## config.mk

```make
export PLATFORM = sky130hd
export DESIGN_NAME = vbi_frame_code_reader_unit
export DESIGN_NICKNAME = d
export VERILOG_FILES = /design/src/rtl/core/vfcr_pkg.sv /design/src/rtl/core/vfcr_front.sv /design/src/rtl/core/vfcr_accum.sv /design/src/rtl/core/vfcr_result.sv /design/src/rtl/core/vbi_frame_code_reader_unit.sv
export VERILOG_INCLUDE_DIRS = /design/src /design/src/rtl/core
export SDC_FILE = /design/constraint.sdc
export NUM_CORES = 1
export LEC_CHECK = 0
export BUFFER_PORTS_ARGS = -buffer_cell sky130_fd_sc_hd__buf_2
export CAP_MARGIN = 25
export CORE_ASPECT_RATIO = 0.5
export CORE_MARGIN = 4
export CORE_UTILIZATION = 62
export CTS_CLUSTER_DIAMETER = 60
export DETAILED_ROUTE_END_ITERATION = 16
export PLACE_DENSITY = 0.82
export RECOVER_POWER = 100
export SYNTH_ARGS = -nofsm -noshare
export SYNTH_HDL_FRONTEND = slang
export SYNTH_SLANG_ARGS = --single-unit
```

## constraint.sdc

```tcl
create_clock -name clk_i -period 8.15 [get_ports clk_i]
set_clock_uncertainty 0.2 [all_clocks]
set_input_delay 1.63 -clock clk_i [delete_from_list [all_inputs] [get_ports clk_i]]
set_output_delay 1.63 -clock clk_i [all_outputs]
set_load 0.02 [all_outputs]
```

## src/rtl/core/vbi_frame_code_reader_unit_assert.svh

```systemverilog
// assertion macros shared by the frame code reader modules
`ifndef VBI_FRAME_CODE_READER_UNIT_ASSERT_SVH
`define VBI_FRAME_CODE_READER_UNIT_ASSERT_SVH

// same-cycle implication, checked outside reset
`define VFCR_ASSERT_SAME(lbl, ante, cons) \
  lbl: assert property (@(posedge clk_i) disable iff (!rst_ni) (ante) |-> (cons)) \
    else $error("vfcr check failed");

// next-cycle implication, checked outside reset
`define VFCR_ASSERT_NEXT(lbl, ante, cons) \
  lbl: assert property (@(posedge clk_i) disable iff (!rst_ni) (ante) |=> (cons)) \
    else $error("vfcr check failed");

`endif

```

## src/rtl/core/vfcr_pkg.sv

```systemverilog
// shared constants, window bound tables and item types of the frame code reader
`timescale 1ns / 1ps
`default_nettype none

package vfcr_pkg;

  // line and code geometry
  localparam int unsigned BIT_COUNT        = 24;
  localparam int unsigned FIRST_BIT_OFFSET = 147;
  localparam int unsigned WIN_PITCH        = 630;
  localparam int unsigned WIN_HALF         = 315;

  localparam int unsigned POS_W    = 11;
  localparam int unsigned CNT_W    = $clog2(BIT_COUNT + 1);
  localparam int unsigned IDX_W    = (BIT_COUNT > 1) ? $clog2(BIT_COUNT) : 1;
  localparam int unsigned SAMPLE_W = 16;
  localparam int unsigned LEVEL_W  = 16;
  localparam int unsigned SUM_W    = 21;
  localparam int unsigned DEC_W    = 26;
  localparam int unsigned THR_W    = 8;
  localparam int unsigned CODE_W   = 24;
  localparam int unsigned FRAME_W  = 17;
  localparam int unsigned PADDR_W  = 3;
  localparam int unsigned PDATA_W  = 32;

  localparam logic [POS_W-1:0] POS_MAX = '1;

  // level conversion, Q8 IRE
  localparam logic signed [LEVEL_W-1:0] LEVEL_SYNC = -16'sd25600;
  localparam logic signed [LEVEL_W:0]   LEVEL_BASE = -17'sd10240;
  localparam logic [31:0]               LEVEL_RND  = 32'd32766;
  localparam logic [17:0]               LEVEL_DIV  = 18'd65533;
  localparam logic [17:0]               LEVEL_DIV2 = 18'd131066;

  // bit decision: 11 * sum < threshold * 256 * 315
  localparam logic signed [DEC_W-1:0] DEC_MUL   = 26'sd11;
  localparam logic signed [DEC_W-1:0] DEC_SCALE = 26'sd80640;

  // configuration
  localparam logic signed [THR_W-1:0] THR_RESET      = 8'sd50;
  localparam logic [PADDR_W-1:0]      ADDR_THRESHOLD = 3'd0;

  // frame code range: top five bits all set, top digit below six
  localparam logic [4:0] CODE_TOP     = 5'h1f;
  localparam logic [2:0] DIGIT4_LIMIT = 3'd6;

  // window bound tables
  typedef logic [POS_W-1:0] win_rom_t [BIT_COUNT];

  function automatic win_rom_t build_win_rom(input int unsigned off);
    win_rom_t rom;
    for (int unsigned k = 0; k < BIT_COUNT; k++) begin
      rom[k] = POS_W'(FIRST_BIT_OFFSET + (WIN_PITCH * k + off) / 11);
    end
    return rom;
  endfunction

  localparam win_rom_t WIN_FIRST = build_win_rom(WIN_HALF);
  localparam win_rom_t WIN_END   = build_win_rom(WIN_PITCH);

  // one sample item after window lookup and level conversion
  typedef struct packed {
    logic                      valid;
    logic                      clear;
    logic                      add;
    logic                      close;
    logic                      last;
    logic signed [LEVEL_W-1:0] level;
  } win_item_t;

endpackage

`default_nettype wire

```

## src/rtl/core/vfcr_front.sv

```systemverilog
// sample position tracking, window lookup and level-to-IRE conversion
`timescale 1ns / 1ps
`default_nettype none

module vfcr_front
  import vfcr_pkg::*;
(
  input  logic                clk_i,
  input  logic                rst_ni,
  input  logic                en_i,
  input  logic                accept_i,
  input  logic [SAMPLE_W-1:0] sample_i,
  input  logic                line_start_i,
  output win_item_t           item_o
);

  // level to Q8 IRE, exact divide by 65533 via (65536 - 3) remainder fixup
  function automatic logic signed [LEVEL_W-1:0] level_q8(input logic [SAMPLE_W-1:0] lvl);
    logic [31:0]           num;
    logic [15:0]           q0;
    logic [17:0]           rem;
    logic [15:0]           q;
    logic signed [LEVEL_W:0] res;
    num = ({lvl, 15'b0} + {3'b0, lvl, 13'b0}) + LEVEL_RND;
    q0  = num[31:16];
    rem = {2'b0, num[15:0]} + {2'b0, q0} + {1'b0, q0, 1'b0};
    q   = q0 + 16'(rem >= LEVEL_DIV) + 16'(rem >= LEVEL_DIV2);
    res = LEVEL_BASE + $signed({1'b0, q});
    if (lvl == '0) begin
      return LEVEL_SYNC;
    end
    return res[LEVEL_W-1:0];
  endfunction

  logic [POS_W-1:0] pos_q, pos_d, pos;
  logic [CNT_W-1:0] bidx_q, bidx_d, bidx;
  logic [IDX_W-1:0] ridx;
  logic [POS_W-1:0] win_first, win_end;
  logic             active, in_win, close, last;
  win_item_t        item_q, item_d;

  // window lookup for the current position
  always_comb begin
    pos       = line_start_i ? '0 : pos_q;
    bidx      = line_start_i ? '0 : bidx_q;
    active    = bidx < CNT_W'(BIT_COUNT);
    ridx      = active ? bidx[IDX_W-1:0] : '0;
    win_first = WIN_FIRST[ridx];
    win_end   = WIN_END[ridx];
    in_win    = active && (pos >= win_first) && (pos < win_end);
    close     = in_win && ((pos + POS_W'(1)) == win_end);
    last      = close && (bidx == CNT_W'(BIT_COUNT - 1));
  end

  // position and bit counter advance
  always_comb begin
    pos_d  = pos_q;
    bidx_d = bidx_q;
    if (accept_i) begin
      pos_d  = (pos == POS_MAX) ? pos : pos + POS_W'(1);
      bidx_d = close ? bidx + CNT_W'(1) : bidx;
    end
  end

  // item for the accumulate stage
  always_comb begin
    item_d.valid = accept_i;
    item_d.clear = line_start_i;
    item_d.add   = in_win;
    item_d.close = close;
    item_d.last  = last;
    item_d.level = level_q8(sample_i);
  end

  always_ff @(posedge clk_i or negedge rst_ni) begin
    if (!rst_ni) begin
      pos_q  <= '0;
      bidx_q <= '0;
      item_q <= '0;
    end else begin
      pos_q  <= pos_d;
      bidx_q <= bidx_d;
      if (en_i) begin
        item_q <= item_d;
      end
    end
  end

  assign item_o = item_q;

`include "vbi_frame_code_reader_unit_assert.svh"

  `VFCR_ASSERT_SAME(a_bidx_range, 1'b1, bidx_q <= CNT_W'(BIT_COUNT))
  `VFCR_ASSERT_NEXT(a_line_restart, accept_i && line_start_i, (bidx_q == '0) && (pos_q == POS_W'(1)))

endmodule

`default_nettype wire

```

## src/rtl/core/vfcr_accum.sv

```systemverilog
// window sum accumulation, bit decision and code shift register
`timescale 1ns / 1ps
`default_nettype none

module vfcr_accum
  import vfcr_pkg::*;
(
  input  logic                     clk_i,
  input  logic                     rst_ni,
  input  logic                     en_i,
  input  win_item_t                item_i,
  input  logic signed [THR_W-1:0]  threshold_i,
  output logic                     code_valid_o,
  output logic [CODE_W-1:0]        code_o
);

  logic signed [SUM_W-1:0] sum_q, sum_d, sum_base, sum_next;
  logic [CODE_W-1:0]       code_q, code_d, code_base, code_next;
  logic signed [DEC_W-1:0] lhs, rhs;
  logic                    bit_one;
  logic                    cv_q;
  logic [CODE_W-1:0]       cc_q;

  // add the level and decide the bit at window close
  always_comb begin
    sum_base  = item_i.clear ? '0 : sum_q;
    code_base = item_i.clear ? '0 : code_q;
    sum_next  = sum_base + SUM_W'(item_i.level);
    lhs       = DEC_W'(sum_next) * DEC_MUL;
    rhs       = DEC_W'(threshold_i) * DEC_SCALE;
    bit_one   = lhs < rhs;
    code_next = {code_base[CODE_W-2:0], bit_one};
  end

  // state update per item
  always_comb begin
    sum_d  = sum_q;
    code_d = code_q;
    if (en_i && item_i.valid) begin
      if (item_i.add) begin
        sum_d = item_i.close ? '0 : sum_next;
      end else begin
        sum_d = sum_base;
      end
      code_d = item_i.close ? code_next : code_base;
    end
  end

  always_ff @(posedge clk_i or negedge rst_ni) begin
    if (!rst_ni) begin
      sum_q  <= '0;
      code_q <= '0;
      cv_q   <= 1'b0;
    end else begin
      sum_q  <= sum_d;
      code_q <= code_d;
      if (en_i) begin
        cv_q <= item_i.valid && item_i.close && item_i.last;
      end
    end
  end

  // finished code, payload only
  always_ff @(posedge clk_i) begin
    if (en_i) begin
      cc_q <= code_next;
    end
  end

  assign code_valid_o = cv_q;
  assign code_o       = cc_q;

endmodule

`default_nettype wire

```

## src/rtl/core/vfcr_result.sv

```systemverilog
// frame code check, BCD to binary frame number and output register
`timescale 1ns / 1ps
`default_nettype none

module vfcr_result
  import vfcr_pkg::*;
(
  input  logic                clk_i,
  input  logic                rst_ni,
  input  logic                en_i,
  input  logic                code_valid_i,
  input  logic [CODE_W-1:0]   code_i,
  input  logic                out_ready_i,
  output logic                out_valid_o,
  output logic [CODE_W-1:0]   code_o,
  output logic                frame_valid_o,
  output logic [FRAME_W-1:0]  frame_number_o
);

  logic               fv;
  logic [FRAME_W-1:0] num;
  logic               load;
  logic               out_valid_q, out_valid_d;
  logic [CODE_W-1:0]  code_q;
  logic               fv_q;
  logic [FRAME_W-1:0] num_q;

  // code above 0xF80000 and below 0xFE0000: low 19 bits are five BCD digits, else number is zero
  always_comb begin
    fv  = (code_i[23:19] == CODE_TOP) && (code_i[18:16] < DIGIT4_LIMIT)
          && (code_i[18:0] != '0);
    num = FRAME_W'(code_i[3:0])
        + FRAME_W'(code_i[7:4])   * FRAME_W'(10)
        + FRAME_W'(code_i[11:8])  * FRAME_W'(100)
        + FRAME_W'(code_i[15:12]) * FRAME_W'(1000)
        + FRAME_W'(code_i[18:16]) * FRAME_W'(10000);
    if (!fv) begin
      num = '0;
    end
  end

  // output register handshake
  assign load = en_i && code_valid_i;

  always_comb begin
    out_valid_d = out_valid_q;
    if (load) begin
      out_valid_d = 1'b1;
    end else if (out_ready_i) begin
      out_valid_d = 1'b0;
    end
  end

  always_ff @(posedge clk_i or negedge rst_ni) begin
    if (!rst_ni) begin
      out_valid_q <= 1'b0;
    end else begin
      out_valid_q <= out_valid_d;
    end
  end

  always_ff @(posedge clk_i) begin
    if (load) begin
      code_q <= code_i;
      fv_q   <= fv;
      num_q  <= num;
    end
  end

  assign out_valid_o    = out_valid_q;
  assign code_o         = code_q;
  assign frame_valid_o  = fv_q;
  assign frame_number_o = num_q;

`include "vbi_frame_code_reader_unit_assert.svh"

  `VFCR_ASSERT_SAME(a_no_overwrite, load, !out_valid_q || out_ready_i)
  `VFCR_ASSERT_SAME(a_frame_zero, out_valid_o && !frame_valid_o, frame_number_o == '0)
  `VFCR_ASSERT_SAME(a_frame_top, out_valid_o && frame_valid_o, code_o[23:19] == CODE_TOP)

endmodule

`default_nettype wire

```

## src/rtl/core/vbi_frame_code_reader_unit.sv

```systemverilog
// top level of the frame code reader: register port, stall control, stages
//
//   channel  | direction | signals                                   | item
//   ---------+-----------+-------------------------------------------+------------------
//   in       | sink      | in_valid_i, in_ready_o                    | sample, line_start
//   out      | source    | out_valid_o, out_ready_i                  | code, frame fields
//   config   | apb       | psel, penable, pwrite, paddr, pwdata ...  | bit threshold
//
// one sample item per cycle while the input is not stalled; a sample's result is registered in turn
// in the front register, the accumulate register and the output register
// reset clears position, bit count, window sum, code and the threshold (to 50 IRE)
// the input stalls only while a finished code waits behind an output item not yet taken
// at most one result per line, so stalls last only as long as the sink holds ready low
`timescale 1ns / 1ps
`default_nettype none

module vbi_frame_code_reader_unit
  import vfcr_pkg::*;
(
  input  logic                clk_i,
  input  logic                rst_ni,
  // sample channel
  input  logic                in_valid_i,
  output logic                in_ready_o,
  input  logic [SAMPLE_W-1:0] sample_i,
  input  logic                line_start_i,
  // result channel
  output logic                out_valid_o,
  input  logic                out_ready_i,
  output logic [CODE_W-1:0]   code_o,
  output logic                frame_valid_o,
  output logic [FRAME_W-1:0]  frame_number_o,
  // register port
  input  logic                psel,
  input  logic                penable,
  input  logic                pwrite,
  input  logic [PADDR_W-1:0]  paddr,
  input  logic [PDATA_W-1:0]  pwdata,
  output logic [PDATA_W-1:0]  prdata,
  output logic                pready
);

  logic                    en;
  logic                    accept;
  logic                    code_valid;
  logic [CODE_W-1:0]       code;
  win_item_t               item;
  logic signed [THR_W-1:0] thr_q;
  logic                    thr_hit;

  // threshold register
  assign thr_hit = (paddr == ADDR_THRESHOLD);
  assign pready  = 1'b1;
  assign prdata  = thr_hit ? PDATA_W'(thr_q) : '0;

  always_ff @(posedge clk_i or negedge rst_ni) begin
    if (!rst_ni) begin
      thr_q <= THR_RESET;
    end else if (psel && penable && pwrite && thr_hit) begin
      thr_q <= pwdata[THR_W-1:0];
    end
  end

  // stall everything while a finished code cannot enter the output register
  assign en         = !(code_valid && out_valid_o && !out_ready_i);
  assign in_ready_o = en;
  assign accept     = in_valid_i && en;

  vfcr_front u_front (
    .clk_i        (clk_i),
    .rst_ni       (rst_ni),
    .en_i         (en),
    .accept_i     (accept),
    .sample_i     (sample_i),
    .line_start_i (line_start_i),
    .item_o       (item)
  );

  vfcr_accum u_accum (
    .clk_i        (clk_i),
    .rst_ni       (rst_ni),
    .en_i         (en),
    .item_i       (item),
    .threshold_i  (thr_q),
    .code_valid_o (code_valid),
    .code_o       (code)
  );

  vfcr_result u_result (
    .clk_i          (clk_i),
    .rst_ni         (rst_ni),
    .en_i           (en),
    .code_valid_i   (code_valid),
    .code_i         (code),
    .out_ready_i    (out_ready_i),
    .out_valid_o    (out_valid_o),
    .code_o         (code_o),
    .frame_valid_o  (frame_valid_o),
    .frame_number_o (frame_number_o)
  );

`include "vbi_frame_code_reader_unit_assert.svh"

  `VFCR_ASSERT_SAME(a_stall_cause, !in_ready_o, out_valid_o && !out_ready_i && code_valid)

endmodule

`default_nettype wire
```

==> impl_metrics.ini, run 1 <==
[finish]
diodes = 0
final_common_cell = ha_1
finalNetCount = 2261
fillers = 1951
final_area_sq_mm = 0.0178
layout_common_cells = ha_1, inv_1, nor2_1, nand2_1, xnor2_1
area_delta_synth_final_pct = 8.04
drive_gt1_frac = 0.0754

[logic_synthesis]
syn_inst = 1795
synth_seq_cells = 157
syn_area_sq_mm = 0.0165
synth_async_sr_flop_share = 0.580
ys_warn_count = 0
ys.flop_type = dfrtp_1
syn-num-nets = 2173
synth_edf_count = 66
yosysTopAreaCellShare = 0.194
avgSynthCellArea_sq_um = 9.20
yosysSeqAreaShare = 0.258
synth_cell_type_count = 96
yosys-top-cells-area = ha_1, dfrtp_1, edfxtp_1, fa_1, inv_1
synth_top_area_cell = ha_1

[setup_path]
crit_required_ns = 8.28
cp_max_fo = 4
critPathCaptureType = flop
cpMaxStageDelayCell = fa_1
critPathLaunchType = input port
critical_path_class = input port to flop
reg2reg_depth = 33
crit_top_cell = xnor2_1
crit_arrival_ns = 7.84
max_stage_delay_ns = 0.44

[clock_tree]
root_buffer = clkbuf_16
hold_buffers = 0
clock_sinks = 157
clock_path_buffers = 2
ctsResizeCount = 0
clk_pin_slew_worst_paths_ns = 0.07
cts_buffers = 17
cts_setup_buffers = 0
clk_latency_ns = 0.44
htreeDepth = 4
cts_tree = done

[die]
pin_count = 136
die_w_um = 239
std_cell_rows = 41
die_y_um = 123
dieArea_sq_mm = 0.0295
start_util = 0.642
fp.coreArea_sq_mm = 0.0257

[drt]
num_vias = 13000
via_per_inst = 5.80
firstDrtPassIters = 5
drc = 0
final_antenna_net_count = 0
drt_iter0_drc = 862
avgRoutedWirePerCell_um = 15.9
drt-total-wl_mm = 35.7

[run_status]
violations = capacitance limit, slew limit
outcome = finished with violations

[power]
powerDensity_mw_per_mm2 = 285
power_leakage_nw = 8.59
peakVddDrop_v = 0.000370

[global_route]
grt_overflow = 0
grt_pass1_wl_mm = 60.9
grt_max_degree = 71
grt_usage = 0.250
grt_antenna_before_repair = 0
grt_pass1_vias = 12738

[timing]
max_freq_ghz = 0.130
max-slew-margin-rel = -1.58
fin_crit_ns = 7.71
finalHoldViolations = 0
setup_violations = 0
period_share = 0.946
worstMarginPinSlew_ns = 3.86
rsz0062_at_grt = no
fin_tns_setup_ns = 0
drv_slew = 150

[place]
gp_congestion = 0.920
dp_hpwl_mm = 27.0
place_area_sq_mm = 0.0174
port_buffers = 110

[flow_run]
drv_cap = 3

[worst_hold_path]
hold_path_depth = 0
hp-class = flop to flop
[state kept, by name, summed over array words and instances, names as in the netlist, 8 cells and up]
name	flops
u_accum.code_q	23
u_result.code_o	24
u_front.pos_q	11
u_front.item_o	21
u_result.frame_number_o	17
u_accum.sum_q	21
thr_q	8
u_accum.code_o	24
[metal layers]
| layer | track usage | up-vias | share of wire |
|---|---|---|---|
| met4 | 0.0616 | 0 | 0.015 |
| met3 | 0.0361 | 57 | 0.048 |
| met2 | 0.423 | 309 | 0.47 |
| met1 | 0.343 | 6221 | 0.47 |
| li1 | - | 6413 | - |
| met5 | 0 | - | 0 |
[final cells by class]
type                       count  area [sq um]  area share
inverter                     229           860      0.0482
tap                          344           430      0.0241
clock inverter                15           169     0.00947
clock buffer                  17           425      0.0238
multi-input combinational   1332         11000       0.616
sequential                   157          4260       0.239
timing repair buffer         146           701      0.0393
[worst paths after layout]
| kind | from | to | slack, ns |
|---|---|---|---|
| hold / removal | u_accum.code_o[20] | u_result.code_o[20] | 0.25 |
| setup / recovery | sample_i[1] | u_front.item_o[15] | 0.44 |
| max in group asynchronous | rst_ni | u_accum.code_q[1] | 2.03 |
| setup reg to reg | u_front.item_o[19] | u_accum.code_q[0] | 0.77 |
| hold reg to reg | u_accum.code_o[20] | u_result.code_o[20] | 0.25 |
| min in group asynchronous | rst_ni | u_front.pos_q[4] | 1.29 |
[kinds of logic (layout without fill, tap and decap cells)]
group / Yosys count / after routing / share of synthesized area
compound gates: 406 / 406 / 0.169
xor+xnor: 128 / 128 / 0.0711
fa+ha+maj: 319 / 319 / 0.270
buf+inv: 306 / 407 / 0.0762
flops: 157 / 157 / 0.258
mux: 11 / 11 / 0.00743
other cells: 1 / 1 / 0.000227
simple gates: 467 / 467 / 0.148
[cells in the mapped netlist (6+ instances only)]
library cell	n
fa_1	63
a211o_1	6
and3_1	16
a21o_1	24
nor2_1	102
nand2b_1	18
nand4_1	17
and2_1	24
edfxtp_1	66
a31oi_1	14
nand2_1	99
o211ai_1	17
o21ai_1	6
nor4_1	6
clkbuf_1	39
ha_1	256
or3_1	6
a21oi_1	83
o21a_1	21
a22o_1	46
dfrtp_1	88
buf_4	26
o21bai_1	6
nor3_1	38
nor2b_1	73
mux2_2	9
a211oi_1	10
inv_1	229
xnor2_1	92
nand3_1	27
a21boi_0	11
o31ai_1	6
xor2_1	32
o21ai_0	88
buf_2	8
o22ai_1	7
nor3b_1	8
[through the flow]
step / setup WS [ns] / cells / util / hold WS (ns) / total power [mW]
floorplan: 0.295 / 1795 / - / 0.218 / 3.58
finish: 0.436 / 2240 / 0.694 / 0.253 / 5.08
global route: 0.0286 / 2240 / 0.694 / 0.276 / 5.73
detailed placement: 0.00258 / 2206 / 0.675 / 0.235 / 4.29
global placement: 0.106 / 2206 / 0.675 / 0.234 / 4.17
CTS: 0.450 / 2238 / 0.698 / 0.252 / 5.13
[power breakdown]
group	internal, mW	switching [mW]	leakage, nW	total (mW)
Combinational	1.52	1.84	6.39	3.36
Sequential	0.866	0.0555	1.91	0.922
Clock	0.412	0.389	0.289	0.801
[worst max-delay path, delay by kind of cell]
kind | cells | cell delay, ns
AO/OA/AOI/OAI | 13 | 2.87
adder cells (fa/ha/maj) | 4 | 1.33
AND/OR/NAND/NOR | 7 | 1.09
XOR/XNOR | 4 | 0.56
buffers and inverters | 3 | 0.38
(Power assumes the default switching activity.)
==> inputs of run 2 (changes only) <==
--- a/config.mk
+++ b/config.mk
@@ -10,10 +10,9 @@
 export CAP_MARGIN = 25
 export CORE_ASPECT_RATIO = 0.5
 export CORE_MARGIN = 4
-export CORE_UTILIZATION = 62
+export CORE_UTILIZATION = 40
 export CTS_CLUSTER_DIAMETER = 60
 export DETAILED_ROUTE_END_ITERATION = 16
-export PLACE_DENSITY = 0.82
 export RECOVER_POWER = 100
 export SYNTH_ARGS = -nofsm -noshare
 export SYNTH_HDL_FRONTEND = slang
==> impl_metrics.ini, run 2 (same netlist as run 1, synthesis figures left out) <==
[finish]
layout_common_cells = ha_1, inv_1, nor2_1, nand2_1, xnor2_1
diodes = 0
final_common_cell = ha_1
final_area_sq_mm = 0.0181
area_delta_synth_final_pct = 9.87
drive_gt1_frac = 0.0788
finalNetCount = 2269

[timing]
fin_tns_setup_ns = 0
max_freq_ghz = 0.132
postLayoutSetupSlackWorst_ns = 0.563
rsz0062_at_grt = no
worstMarginPinSlew_ns = 2.80
drv_slew = 173
finalHoldViolations = 0
max-slew-margin-rel = -0.866
setup_violations = 0
fin_crit_ns = 7.59
period_share = 0.931

[setup_path]
critPathCaptureType = flop
crit_top_cell = xnor2_1
reg2reg_slack_ns = 0.91
cp_max_fo = 4
crit_arrival_ns = 7.72
r2r_start = u_front.item_o[19]
max_stage_delay_ns = 0.44
reg2reg_to = u_accum.code_q[0]
critPathLaunchType = input port
cpMaxStageDelayCell = fa_1
critical_path_class = input port to flop
crit_required_ns = 8.28
reg2reg_depth = 33

[worst_hold_path]
hold_path_startpoint = u_accum.code_o[19]
hold_path_depth = 0
hp-class = flop to flop
hold_end = u_result.code_o[19]

[global_route]
grt_antenna_before_repair = 0
grt_pass1_wl_mm = 60.4
grt_max_degree = 53
grt_overflow = 0
grt_usage = 0.166
grt_pass1_vias = 12036

[flow_run]
drv_cap = 4

[power]
peakVddDrop_v = 0.000311
p_sw_frac = 0.445
powerDensity_mw_per_mm2 = 278
seqPwrFrac = 0.182
power_frac_clock = 0.157
netSwitchingPower_mw = 2.24
combPwrFrac = 0.661
p_int_mw = 2.80
power_leakage_nw = 8.63

[place]
place_area_sq_mm = 0.0177
port_buffers = 110
gp_congestion = 0.830
dp_hpwl_mm = 28.3
pre_cts_ws_ns = 0.0121

[die]
die_w_um = 295
start_util = 0.407
die_y_um = 152
std_cell_rows = 52
dieArea_sq_mm = 0.0448
pin_count = 136
fp.coreArea_sq_mm = 0.0406

[clock_tree]
cts_setup_buffers = 0
clock_path_buffers = 2
root_buffer = clkbuf_16
clock_sinks = 157
hold_buffers = 0
htreeDepth = 4
cts_tree = done
cts_buffers = 17
clk_latency_ns = 0.45
clk_pin_slew_worst_paths_ns = 0.07

[drt]
met2WireLength_mm = 16.5
drt-total-wl_mm = 36.0
wl_met1_mm = 18.1
drt_iter0_drc = 710
final_antenna_net_count = 0
num_vias = 12618
drc = 0
via_per_inst = 5.16
firstDrtPassIters = 5
avgRoutedWirePerCell_um = 14.7
wl_met3_mm = 1.01
top_layer_used = met4

[run_status]
violations = capacitance limit, slew limit
outcome = finished with violations
-- run 2: cell types whose count changed in the layout (fill, tap and decap cells not counted), moves of 2 or more --
cell and delta:
and2_0 -3, buf_4 +6, inv_4 +2, buf_2 -2, clkbuf_1 +3, and2_1 +3
-- run 2: how the worst max path moves through the flow --
stage                      startpoint                 end  slack, ns  cells after the start
after floorplan           sample_i[6]  u_front.item_o[15]       0.29                     30
after CTS                 sample_i[1]  u_front.item_o[15]       0.46                     31
after detailed placement  sample_i[1]  u_front.item_o[15]       0.01                     31
after global placement    sample_i[1]  u_front.item_o[15]       0.06                     31
final                     sample_i[1]  u_front.item_o[15]       0.56                     31
after global routing      sample_i[1]  u_front.item_o[15]       0.03                     31
-- run 2: per-layer routing --
layer / track usage / vias to the layer above
met3: 0.0259 / 24
met4: 0.0317 / 0
li1: - / 6431
met2: 0.276 / 154
met5: 0 / -
met1: 0.231 / 6009
-- run 2: layout make-up --
cell class | count | area [sq um]
clock buffer | 18 | 439
inverter | 229 | 860
timing repair buffer | 154 | 754
clock inverter | 14 | 145
sequential | 157 | 4260
fill | 3994 | 22500
multi-input combinational | 1332 | 11000
tap | 540 | 676
-- run 2: repair_timing --
item	in CTS	in global routing
endpoints found under the setup margin	0	3
gates resized for setup	0	2
endpoints found under the hold margin	0	0
-- run 2: per-stage QoR --
| step | total power, mW | util | std cells | hold slack (ns) |
|---|---|---|---|---|
| 6_report | 5.04 | 0.447 | 2444 | 0.246 |
| 4_1_cts | 5.14 | 0.449 | 2442 | 0.247 |
| 3_3_place_gp | 4.24 | 0.435 | 2410 | 0.223 |
| 3_5_place_dp | 4.31 | 0.435 | 2410 | 0.227 |
| 2_1_floorplan | 3.58 | - | 1795 | 0.218 |
| 5_1_grt | 5.69 | 0.447 | 2444 | 0.256 |
-- run 2: worst max-delay path: cells and delay by family --
family / cells / cell delay [ns]
simple gates: 7 / 1.10
fa+ha+maj: 4 / 1.33
compound gates: 13 / 2.73
xor+xnor: 4 / 0.53
buf+inv: 3 / 0.39
-- run 2: power groups by stage --
stage          Sequential [mW]  Clock [mW]  Combinational (mW)
5_1_grt                  0.926       0.852                3.91
3_3_place_gp             0.936           0                3.31
3_5_place_dp             0.937           0                3.37
6_report                 0.919       0.793                3.33
2_1_floorplan            0.914           0                2.66
4_1_cts                  0.921       0.814                3.40
